File: src/rtl/feg_pkg.sv
// feg_pkg: shared constants, codes and types for the fade envelope generator
// no dependencies; imported by feg_div and fade_envelope_generator_top

package feg_pkg;

  // default sizes
  localparam int TIME_BITS_DEF       = 24;
  localparam int ALPHA_FRAC_BITS_DEF = 16;

  // fixed field widths
  localparam int DELTA_BITS    = 16;
  localparam int CFG_IDX_BITS  = 2;
  localparam int CFG_DATA_BITS = 24;
  localparam int PHASE_BITS    = 2;

  // configuration register indexes
  localparam logic [CFG_IDX_BITS-1:0] CFG_FADE_IN_LIMIT  = 2'd0;
  localparam logic [CFG_IDX_BITS-1:0] CFG_HOLD_LIMIT     = 2'd1;
  localparam logic [CFG_IDX_BITS-1:0] CFG_FADE_OUT_LIMIT = 2'd2;
  localparam logic [CFG_IDX_BITS-1:0] CFG_LOOP_ENABLE    = 2'd3;

  // reported phase codes
  localparam logic [PHASE_BITS-1:0] PHASE_FADE_IN  = 2'd0;
  localparam logic [PHASE_BITS-1:0] PHASE_HOLD     = 2'd1;
  localparam logic [PHASE_BITS-1:0] PHASE_FADE_OUT = 2'd2;
  localparam logic [PHASE_BITS-1:0] PHASE_END      = 2'd3;

  // status of the shared divider
  typedef struct packed {
    logic busy;
    logic done;
  } feg_div_stat_t;

endpackage

File: src/rtl/feg_div.sv
// feg_div: restoring divider giving floor(dividend * 2^FRAC_BITS / divisor)
// for dividend < divisor, one quotient bit per cycle; uses feg_pkg

module feg_div import feg_pkg::*; #(
  parameter int TIME_BITS = TIME_BITS_DEF,
  parameter int FRAC_BITS = ALPHA_FRAC_BITS_DEF
) (
  input  logic                 clk,
  input  logic                 rst_n,
  input  logic                 start,
  input  logic [TIME_BITS-1:0] dividend,
  input  logic [TIME_BITS-1:0] divisor,
  output logic [FRAC_BITS-1:0] quotient,
  output feg_div_stat_t        stat
);

  localparam int CNT_BITS = $clog2(FRAC_BITS);

  logic [TIME_BITS-1:0] rem_r, rem_nxt;
  logic [FRAC_BITS-1:0] quo_r, quo_nxt;
  logic [CNT_BITS-1:0]  cnt_r, cnt_nxt;
  logic                 busy_r, busy_nxt;
  logic                 done_r, done_nxt;

  logic [TIME_BITS:0]   rem2;
  logic [TIME_BITS:0]   diff;
  logic                 ge;
  logic                 last;

  // one shift, compare and subtract step
  assign rem2 = {rem_r, 1'b0};
  assign diff = rem2 - {1'b0, divisor};
  assign ge   = (rem2 >= {1'b0, divisor});
  assign last = (cnt_r == CNT_BITS'(FRAC_BITS - 1));

  always_comb begin
    rem_nxt  = rem_r;
    quo_nxt  = quo_r;
    cnt_nxt  = cnt_r;
    busy_nxt = busy_r;
    done_nxt = 1'b0;
    if (start) begin
      rem_nxt  = dividend;
      quo_nxt  = '0;
      cnt_nxt  = '0;
      busy_nxt = 1'b1;
    end else if (busy_r) begin
      rem_nxt = ge ? diff[TIME_BITS-1:0] : rem2[TIME_BITS-1:0];
      quo_nxt = {quo_r[FRAC_BITS-2:0], ge};
      cnt_nxt = cnt_r + CNT_BITS'(1);
      if (last) begin
        busy_nxt = 1'b0;
        done_nxt = 1'b1;
      end
    end
  end

  always_ff @(posedge clk) begin
    rem_r <= rem_nxt;
    quo_r <= quo_nxt;
    cnt_r <= cnt_nxt;
    if (!rst_n) begin
      busy_r <= 1'b0;
      done_r <= 1'b0;
    end else begin
      busy_r <= busy_nxt;
      done_r <= done_nxt;
    end
  end

  assign quotient  = quo_r;
  assign stat.busy = busy_r;
  assign stat.done = done_r;

  a_start_idle: assert property (@(posedge clk) disable iff (!rst_n)
    start |-> !busy_r)
    else $error("divider started while busy");

  a_rem_below: assert property (@(posedge clk) disable iff (!rst_n)
    busy_r |-> (rem_r < divisor))
    else $error("partial remainder not below divisor");

  a_done_after_busy: assert property (@(posedge clk) disable iff (!rst_n)
    done_r |-> ($past(busy_r) && !busy_r))
    else $error("done without a finished division");

endmodule

File: src/rtl/fade_envelope_generator_top.sv
// fade_envelope_generator_top: trapezoidal fade-in / hold / fade-out envelope
// uses feg_pkg and the shared serial divider feg_div
//
//   channel | direction | handshake          | payload
//   --------+-----------+--------------------+-------------------------------------
//   in_     | in        | in_valid/in_stall  | in_time_delta[15:0]
//   out_    | out       | out_valid/out_stall| out_alpha, out_phase, out_finished
//   cfg_    | in        | cfg_valid/cfg_ready| cfg_index[1:0], cfg_data[23:0]
//
// a request during a ramp passes the add, compare, divider wait and output states, the
// divider giving one quotient bit a cycle; in hold or on a phase end it skips the wait,
// in a stalled phase or after the end also the compare; the next request can be taken
// in the cycle after the result is loaded
// in_stall stays high from acceptance until the result is loaded into the output
// register; a result held by out_stall does not block the next request's work
// synchronous active-low reset; envelope state returns to fade-in at full alpha
// cfg_ready is always high; the user must write registers only while the block is idle, the block does not enforce it

module fade_envelope_generator_top import feg_pkg::*; #(
  parameter int TIME_BITS       = TIME_BITS_DEF,
  parameter int ALPHA_FRAC_BITS = ALPHA_FRAC_BITS_DEF
) (
  input  logic                     clk,
  input  logic                     rst_n,
  // tick requests
  input  logic                     in_valid,
  output logic                     in_stall,
  input  logic [DELTA_BITS-1:0]    in_time_delta,
  // results
  output logic                     out_valid,
  input  logic                     out_stall,
  output logic [ALPHA_FRAC_BITS:0] out_alpha,
  output logic [PHASE_BITS-1:0]    out_phase,
  output logic                     out_finished,
  // register writes
  input  logic                     cfg_valid,
  output logic                     cfg_ready,
  input  logic [CFG_IDX_BITS-1:0]  cfg_index,
  input  logic [CFG_DATA_BITS-1:0] cfg_data
);

  localparam int ELAP_BITS  = TIME_BITS + 1;
  localparam int WIDE_BITS  = (ELAP_BITS > DELTA_BITS) ? ELAP_BITS : DELTA_BITS;
  localparam int SUM_BITS   = WIDE_BITS + 1;
  localparam int ALPHA_BITS = ALPHA_FRAC_BITS + 1;
  localparam logic [ALPHA_BITS-1:0] ALPHA_ONE = {1'b1, {ALPHA_FRAC_BITS{1'b0}}};

  // sequencer states
  localparam logic [2:0] ST_IDLE = 3'd0;
  localparam logic [2:0] ST_ADD  = 3'd1;
  localparam logic [2:0] ST_CMP  = 3'd2;
  localparam logic [2:0] ST_WAIT = 3'd3;
  localparam logic [2:0] ST_OUT  = 3'd4;

  // which phase is being advanced
  localparam logic [1:0] BR_IN   = 2'd0;
  localparam logic [1:0] BR_HOLD = 2'd1;
  localparam logic [1:0] BR_OUT  = 2'd2;

  // configuration registers
  logic [TIME_BITS-1:0] fade_in_limit_r, hold_limit_r, fade_out_limit_r;
  logic                 loop_enable_r;
  logic [TIME_BITS+CFG_DATA_BITS-1:0] cfg_wide;
  logic [TIME_BITS-1:0] cfg_limit;

  // envelope state
  logic                  fade_in_done_r, fade_in_done_nxt;
  logic                  hold_done_r, hold_done_nxt;
  logic                  ended_r, ended_nxt;
  logic [ELAP_BITS-1:0]  elapsed_r, elapsed_nxt;
  logic [ALPHA_BITS-1:0] alpha_value_r, alpha_value_nxt;

  // sequencer
  logic [2:0]            st_r, st_nxt;
  logic [1:0]            branch_r, branch_nxt;
  logic [DELTA_BITS-1:0] delta_r;

  // output register
  logic                  out_valid_r, out_valid_nxt;
  logic [ALPHA_BITS-1:0] out_alpha_r;
  logic [PHASE_BITS-1:0] out_phase_r;
  logic                  out_finished_r;
  logic                  out_load;

  // datapath helpers
  logic [SUM_BITS-1:0]        sum;
  logic [TIME_BITS-1:0]       limit_sel;
  logic                       reached;
  logic                       div_start;
  logic [ALPHA_FRAC_BITS-1:0] div_quo;
  feg_div_stat_t              div_stat;
  logic                       in_accept;

  assign in_accept = in_valid && (st_r == ST_IDLE);
  assign in_stall  = (st_r != ST_IDLE);
  assign cfg_ready = 1'b1;

  // limits use the low TIME_BITS of the written data, zero-extended if wider
  assign cfg_wide  = {{TIME_BITS{1'b0}}, cfg_data};
  assign cfg_limit = cfg_wide[TIME_BITS-1:0];

  always_ff @(posedge clk) begin
    if (!rst_n) begin
      fade_in_limit_r  <= '0;
      hold_limit_r     <= '0;
      fade_out_limit_r <= '0;
      loop_enable_r    <= 1'b0;
    end else if (cfg_valid && cfg_ready) begin
      case (cfg_index)
        CFG_FADE_IN_LIMIT:  fade_in_limit_r  <= cfg_limit;
        CFG_HOLD_LIMIT:     hold_limit_r     <= cfg_limit;
        CFG_FADE_OUT_LIMIT: fade_out_limit_r <= cfg_limit;
        CFG_LOOP_ENABLE:    loop_enable_r    <= cfg_data[0];
        default: ;
      endcase
    end
  end

  // saturating time accumulation
  assign sum = SUM_BITS'(elapsed_r) + SUM_BITS'(delta_r);

  // limit of the phase in progress
  always_comb begin
    case (branch_r)
      BR_IN:   limit_sel = fade_in_limit_r;
      BR_HOLD: limit_sel = hold_limit_r;
      BR_OUT:  limit_sel = fade_out_limit_r;
      default: limit_sel = fade_out_limit_r;
    endcase
  end

  assign reached = (elapsed_r >= {1'b0, limit_sel});

  always_comb begin
    st_nxt           = st_r;
    branch_nxt       = branch_r;
    fade_in_done_nxt = fade_in_done_r;
    hold_done_nxt    = hold_done_r;
    ended_nxt        = ended_r;
    elapsed_nxt      = elapsed_r;
    alpha_value_nxt  = alpha_value_r;
    div_start        = 1'b0;
    out_load         = 1'b0;
    out_valid_nxt    = out_valid_r && out_stall;

    case (st_r)
      ST_IDLE: begin
        if (in_accept) begin
          st_nxt = ST_ADD;
        end
      end

      // pick the active phase and add the time step
      ST_ADD: begin
        st_nxt = ST_CMP;
        if (ended_r) begin
          alpha_value_nxt = '0;
          st_nxt          = ST_OUT;
        end else if (fade_in_limit_r != '0 && !fade_in_done_r) begin
          branch_nxt = BR_IN;
        end else if (hold_limit_r != '0 && fade_in_done_r && !hold_done_r) begin
          branch_nxt = BR_HOLD;
        end else if (fade_out_limit_r != '0 && hold_done_r) begin
          branch_nxt = BR_OUT;
        end else begin
          // zero limit: envelope waits, alpha unchanged
          st_nxt = ST_OUT;
        end
        if (st_nxt == ST_CMP) begin
          if (sum > SUM_BITS'({ELAP_BITS{1'b1}})) begin
            elapsed_nxt = '1;
          end else begin
            elapsed_nxt = sum[ELAP_BITS-1:0];
          end
        end
      end

      // phase end check, otherwise start the ramp division in a fade-in or fade-out
      ST_CMP: begin
        st_nxt = ST_OUT;
        case (branch_r)
          BR_HOLD: begin
            alpha_value_nxt = ALPHA_ONE;
            if (reached) begin
              hold_done_nxt = 1'b1;
              elapsed_nxt   = '0;
            end
          end
          BR_IN: begin
            if (reached) begin
              alpha_value_nxt  = ALPHA_ONE;
              fade_in_done_nxt = 1'b1;
              elapsed_nxt      = '0;
            end else begin
              div_start = 1'b1;
              st_nxt    = ST_WAIT;
            end
          end
          default: begin
            if (reached) begin
              alpha_value_nxt = '0;
              elapsed_nxt     = '0;
              if (loop_enable_r) begin
                fade_in_done_nxt = 1'b0;
                hold_done_nxt    = 1'b0;
              end else begin
                ended_nxt = 1'b1;
              end
            end else begin
              div_start = 1'b1;
              st_nxt    = ST_WAIT;
            end
          end
        endcase
      end

      ST_WAIT: begin
        if (div_stat.done) begin
          if (branch_r == BR_IN) begin
            alpha_value_nxt = {1'b0, div_quo};
          end else begin
            alpha_value_nxt = ALPHA_ONE - {1'b0, div_quo};
          end
          st_nxt = ST_OUT;
        end
      end

      // hand the result over once the output register is free
      ST_OUT: begin
        if (!out_valid_r || !out_stall) begin
          out_load      = 1'b1;
          out_valid_nxt = 1'b1;
          st_nxt        = ST_IDLE;
        end
      end

      default: st_nxt = ST_IDLE;
    endcase
  end

  always_ff @(posedge clk) begin
    if (in_accept) begin
      delta_r <= in_time_delta;
    end
    if (out_load) begin
      out_alpha_r    <= alpha_value_r;
      out_finished_r <= ended_r;
      if (ended_r) begin
        out_phase_r <= PHASE_END;
      end else if (!fade_in_done_r) begin
        out_phase_r <= PHASE_FADE_IN;
      end else if (!hold_done_r) begin
        out_phase_r <= PHASE_HOLD;
      end else begin
        out_phase_r <= PHASE_FADE_OUT;
      end
    end
    if (!rst_n) begin
      st_r           <= ST_IDLE;
      branch_r       <= BR_IN;
      fade_in_done_r <= 1'b0;
      hold_done_r    <= 1'b0;
      ended_r        <= 1'b0;
      elapsed_r      <= '0;
      alpha_value_r  <= ALPHA_ONE;
      out_valid_r    <= 1'b0;
    end else begin
      st_r           <= st_nxt;
      branch_r       <= branch_nxt;
      fade_in_done_r <= fade_in_done_nxt;
      hold_done_r    <= hold_done_nxt;
      ended_r        <= ended_nxt;
      elapsed_r      <= elapsed_nxt;
      alpha_value_r  <= alpha_value_nxt;
      out_valid_r    <= out_valid_nxt;
    end
  end

  // shared ramp divider: elapsed is below the limit whenever it is started
  feg_div #(
    .TIME_BITS (TIME_BITS),
    .FRAC_BITS (ALPHA_FRAC_BITS)
  ) u_div (
    .clk      (clk),
    .rst_n    (rst_n),
    .start    (div_start),
    .dividend (elapsed_r[TIME_BITS-1:0]),
    .divisor  (limit_sel),
    .quotient (div_quo),
    .stat     (div_stat)
  );

  assign out_valid    = out_valid_r;
  assign out_alpha    = out_alpha_r;
  assign out_phase    = out_phase_r;
  assign out_finished = out_finished_r;

  a_finished_zero: assert property (@(posedge clk) disable iff (!rst_n)
    (out_valid_r && out_finished_r) |-> (out_alpha_r == '0 && out_phase_r == PHASE_END))
    else $error("finished result with nonzero alpha or wrong phase");

  a_alpha_range: assert property (@(posedge clk) disable iff (!rst_n)
    alpha_value_r <= ALPHA_ONE)
    else $error("alpha above full opacity");

  a_wait_div: assert property (@(posedge clk) disable iff (!rst_n)
    (st_r == ST_WAIT) |-> (div_stat.busy || div_stat.done))
    else $error("waiting on an idle divider");

  a_ended_sticky: assert property (@(posedge clk) disable iff (!rst_n)
    $past(ended_r) |-> ended_r)
    else $error("finished envelope revived");

endmodule
File: config.mk
export PLATFORM = sky130hd
export DESIGN_NAME = fade_envelope_generator_top
export DESIGN_NICKNAME = d
export VERILOG_FILES = /design/src/rtl/feg_pkg.sv /design/src/rtl/feg_div.sv /design/src/rtl/fade_envelope_generator_top.sv
export SDC_FILE = /design/constraint.sdc
export NUM_CORES = 1
export LEC_CHECK = 0
export BUFFER_PORTS_ARGS = -buffer_cell sky130_fd_sc_hd__buf_2
export CORE_MARGIN = 2
export CORE_UTILIZATION = 44
export DETAILED_ROUTE_END_ITERATION = 6
export PLACE_DENSITY = 0.69
export SLEW_MARGIN = 20
export SYNTH_ARGS = -nofsm -noshare
export SYNTH_HDL_FRONTEND = slang
export SYNTH_SLANG_ARGS = --single-unit
File: constraint.sdc
create_clock -name clk -period 4.67 [get_ports clk]
set_input_delay 0.934 -clock clk [delete_from_list [all_inputs] [get_ports clk]]
set_output_delay 0.934 -clock clk [all_outputs]
set_load 0.05 [all_outputs]
==> results.cfg <==
[timing]
skew_ns = 0.009016
grt_setup_unrepaired = no
finalSetupViolations = 0
relSlewSlack_pct = 32.89
min_period_ns = 4.261
max_clock_freq_mhz = 234.7
finalSetupTns_ns = 0
hold_viol_final = 0
fin_crit_sh_pct = 91.24
tightest_slew_ns = 1.007
slew_violations = 0

[yosys]
synth_xor_area_share_pct = 3.787
synth_area_per_cell_sq_um = 8.638
synthCells = 1312
synth_compound_area_share_pct = 20.39
ys_seq_elements = 206
synth_mux_area_share_pct = 4.471
ys_seq_area_share_pct = 41.69
yosysTopAreaCell = dfxtp_1
syn_area_sq_mm = 0.01133
synth_fa_ha_area_share_pct = 7.507
yosysWarnings = 0
yosys-top-cells-area = dfxtp_1 26%, edfxtp_1 16%, a21oi_1 8.2%
ys.flop_type = dfxtp_1
synth_simple_gate_area_share_pct = 18.85
synth-edff-count = 60
yosysTopAreaCellShare_pct = 25.79
async_flop_share_pct = 0
synth_top_family_by_area = compound AO/OA/AOI/OAI gates
yosysUniqueCellTypes = 73
synth.net_count = 1425

[final_layout]
fin_nets = 1474
final_area_sq_mm = 0.01289
syn_to_final_growth_pct = 13.73
n_fill_cell = 2405
diodes = 0
register_area_sq_mm = 0.004727
multi_input_area_sq_mm = 0.006265
drive_above_1_share_pct = 11.61

[clocking]
clk_path_buf_depth = 3
cts_tree = built
clk_pin_slew_ns = 0.06
cts.repair.resized = 0
htree_levels = 1
cts_buffers = 23
clk_latency_ns = 0.52
clock-root-buffer = clkbuf_16
cts.sinks = 206
cts_hold_buf = 0

[grt]
grt_max_degree = 78
grt_pass1_vias = 9318
grt-ovfl-total = 0
grt_usage_pct = 22.00
antenna_found_initial = 0
grt_pass1_wl_um = 48080

[power_and_ir_drop]
p_leak_nw = 4.903
power_mw = 7.740
ir_worst_vdd_uv = 289.8
power_density_mw_per_mm2 = 600.5

[worst_setup_path]
cp-endpoint = u_div.rem_r[22]$_DFFE_PP_
r2r_end = u_div.rem_r[22]$_DFFE_PP_
crit_top_cell = o2111ai_1
cp.arrival_ns = 4.62
cp_top_family = compound AO/OA/AOI/OAI gates
reg2reg_from = branch_r[0]$_SDFFE_PN0P_
cp-end-kind = flop
cp.depth = 15
worstPathRequired_ns = 5.03
critical_path.max_fanout = 26
reg2regPathDepth = 15
cp-startpoint = branch_r[0]$_SDFFE_PN0P_
path_cells = buf_12, mux2_2, o21ai_0, inv_1, fa_1, nor2b_1, o2111ai_1, a41oi_1, buf_4, o2111ai_1, and4b_1, a211oi_1, nor3_1, or3b_2, a21oi_1
cp_num_buf_inv = 3
critPathSlowestCell = or3b_2
rrSetupSlack_ns = 0.41
max_stage_delay_ns = 0.44
worstSetupPathType = flop to flop
start_kind = flop

[die]
start_util_pct = 44.88
dieWidth_um = 164.5
die_area_sq_mm = 0.02706
die_y_um = 164.5
ioPinCount = 70
rows = 58
design.core.area_sq_mm = 0.02525

[placement]
numPortBuffers = 68
dp_hpwl_um = 21620
place.gp.congestion = 0.9047
placed_area_sq_mm = 0.01200

[detailed_routing]
drc = 0
routed_via_density = 5.749
firstDrtPassIters = 5
wl_per_cell_um = 17.53
totalWireLength_um = 29930
vias = 9819
drt-initial-drc-count = 741
antenna_left = 0

[min_path]
holdCritPathClass = flop to flop

[job]
drv_cap = 0

[run_status]
status = completed
==> cell usage after synthesis, drive strengths merged (5+ instances only) <==
cell type,number
o22ai,5
edfxtp,60
clkbuf,54
xor2,17
xnor2,32
buf,14
and3,6
dfxtp,146
nor4,23
o31ai,21
nand3,31
mux2i,45
mux2,5
a21o,22
o211ai,11
nor3,26
or3,5
o21ai,40
o21a,10
nand2b,11
o2111ai,8
nand4,10
a211o,7
a31oi,8
nor2b,10
or2,6
nor2,115
nand2,210
ha,64
a211oi,10
inv,25
a311oi,7
a21oi,185
==> kinds of logic after synthesis <==
group	after synthesis
flip-flops	206
multiplexers	50
adder cells (fa/ha/maj)	67
XOR/XNOR	49
buffers and inverters	93
other	1
AO/OA/AOI/OAI	370
AND/OR/NAND/NOR	476
==> state kept, by name (all words and copies together) (netlist names), 2 cells and up <==
name,count
out_alpha,17
fade_in_limit_r,24
out_phase,2
branch_r,2
u_div.quotient,16
u_div.cnt_r,4
delta_r,16
alpha_value_r,17
st_r,3
hold_limit_r,24
u_div.rem_r,24
fade_out_limit_r,24
elapsed_r,25
==> timing repair <==
| action | CTS | global route |
|---|---|---|
| hold endpoints to repair | 0 | 0 |
| buffers inserted | 0 | 3 |
| endpoints found under the setup margin | 0 | 9 |
==> routing by layer <==
layer	vias up	global-route usage [%]	routed length (um)
met2	232	37.68	14360
li1	4871	-	-
met5	-	0	0
met1	4670	29.24	13350
met4	0	5.336	652
met3	46	3.240	1567
==> power by group <==
group / switching, mW / total (mW) / leakage [nW] / internal [mW]
clock: 0.748 / 2.00 / 0.418 / 1.25
combinational: 1.89 / 3.19 / 2.75 / 1.30
sequential: 0.306 / 2.55 / 1.74 / 2.25
==> area by class of cell <==
cell class,count,area share [%]
clock buffer,28,4.931
clock inverter,14,1.602
inverter,25,0.7280
multi-input combinational,1013,48.60
sequential,206,36.67
tap,330,3.203
timing repair buffer,92,4.261
==> stage by stage <==
stage,std cells,worst slack [ns],hold slack [ns],utilization (%)
final,1708,0.4089,0.4285,51.04
after global routing,1708,0.2097,0.4336,51.04
after CTS,1704,0.4120,0.4306,50.85
after detailed placement,1662,0.4494,0.4148,47.52
after global placement,1662,0.4687,0.4138,47.52
after floorplan,1312,0.3609,0.4079,-
==> worst reg2reg max path, stage by stage (launching register included) <==
cell and delay, ns:
dfxtp_1 0.41, buf_12 0.24, mux2_2 0.41, o21ai_0 0.23, inv_1 0.14, fa_1 0.42
nor2b_1 0.19, o2111ai_1 0.19, a41oi_1 0.27, buf_4 0.18, o2111ai_1 0.12, and4b_1 0.26
a211oi_1 0.35, nor3_1 0.10, or3b_2 0.44, a21oi_1 0.14
==> worst min-delay path by stage <==
stage	from	end	cells after the start
after global placement	alpha_value_r[13]$_SDFFE_PN0P_	out_alpha[13]$_DFFE_PP_	0
final	alpha_value_r[0]$_SDFFE_PN0P_	out_alpha[0]$_DFFE_PP_	0
after CTS	alpha_value_r[5]$_SDFFE_PN0P_	out_alpha[5]$_DFFE_PP_	0
after global routing	alpha_value_r[5]$_SDFFE_PN0P_	out_alpha[5]$_DFFE_PP_	0
after floorplan	alpha_value_r[0]$_SDFFE_PN0P_	out_alpha[0]$_DFFE_PP_	0
after detailed placement	alpha_value_r[6]$_SDFFE_PN0P_	out_alpha[6]$_DFFE_PP_	0
==> cells in the final DEF, fill, tap and decap left out, types with 8 or more instances in the layout <==
cell type	instances
mux2i_1	45
nand3_1	31
nand4_1	10
nand2b_1	11
a21oi_1	184
o21a_1	10
ha_1	64
nor2b_1	10
nand2_1	210
xor2_1	17
edfxtp_1	60
o2111ai_1	8
dfxtp_1	144
inv_1	23
o31ai_1	21
o21ai_0	39
a211oi_1	10
buf_4	21
xnor2_1	32
a21o_1	22
clkbuf_16	24
buf_2	68
o211ai_1	11
nor2_1	114
nor3_1	25
nor4_1	23
(Power assumes the default switching activity.)
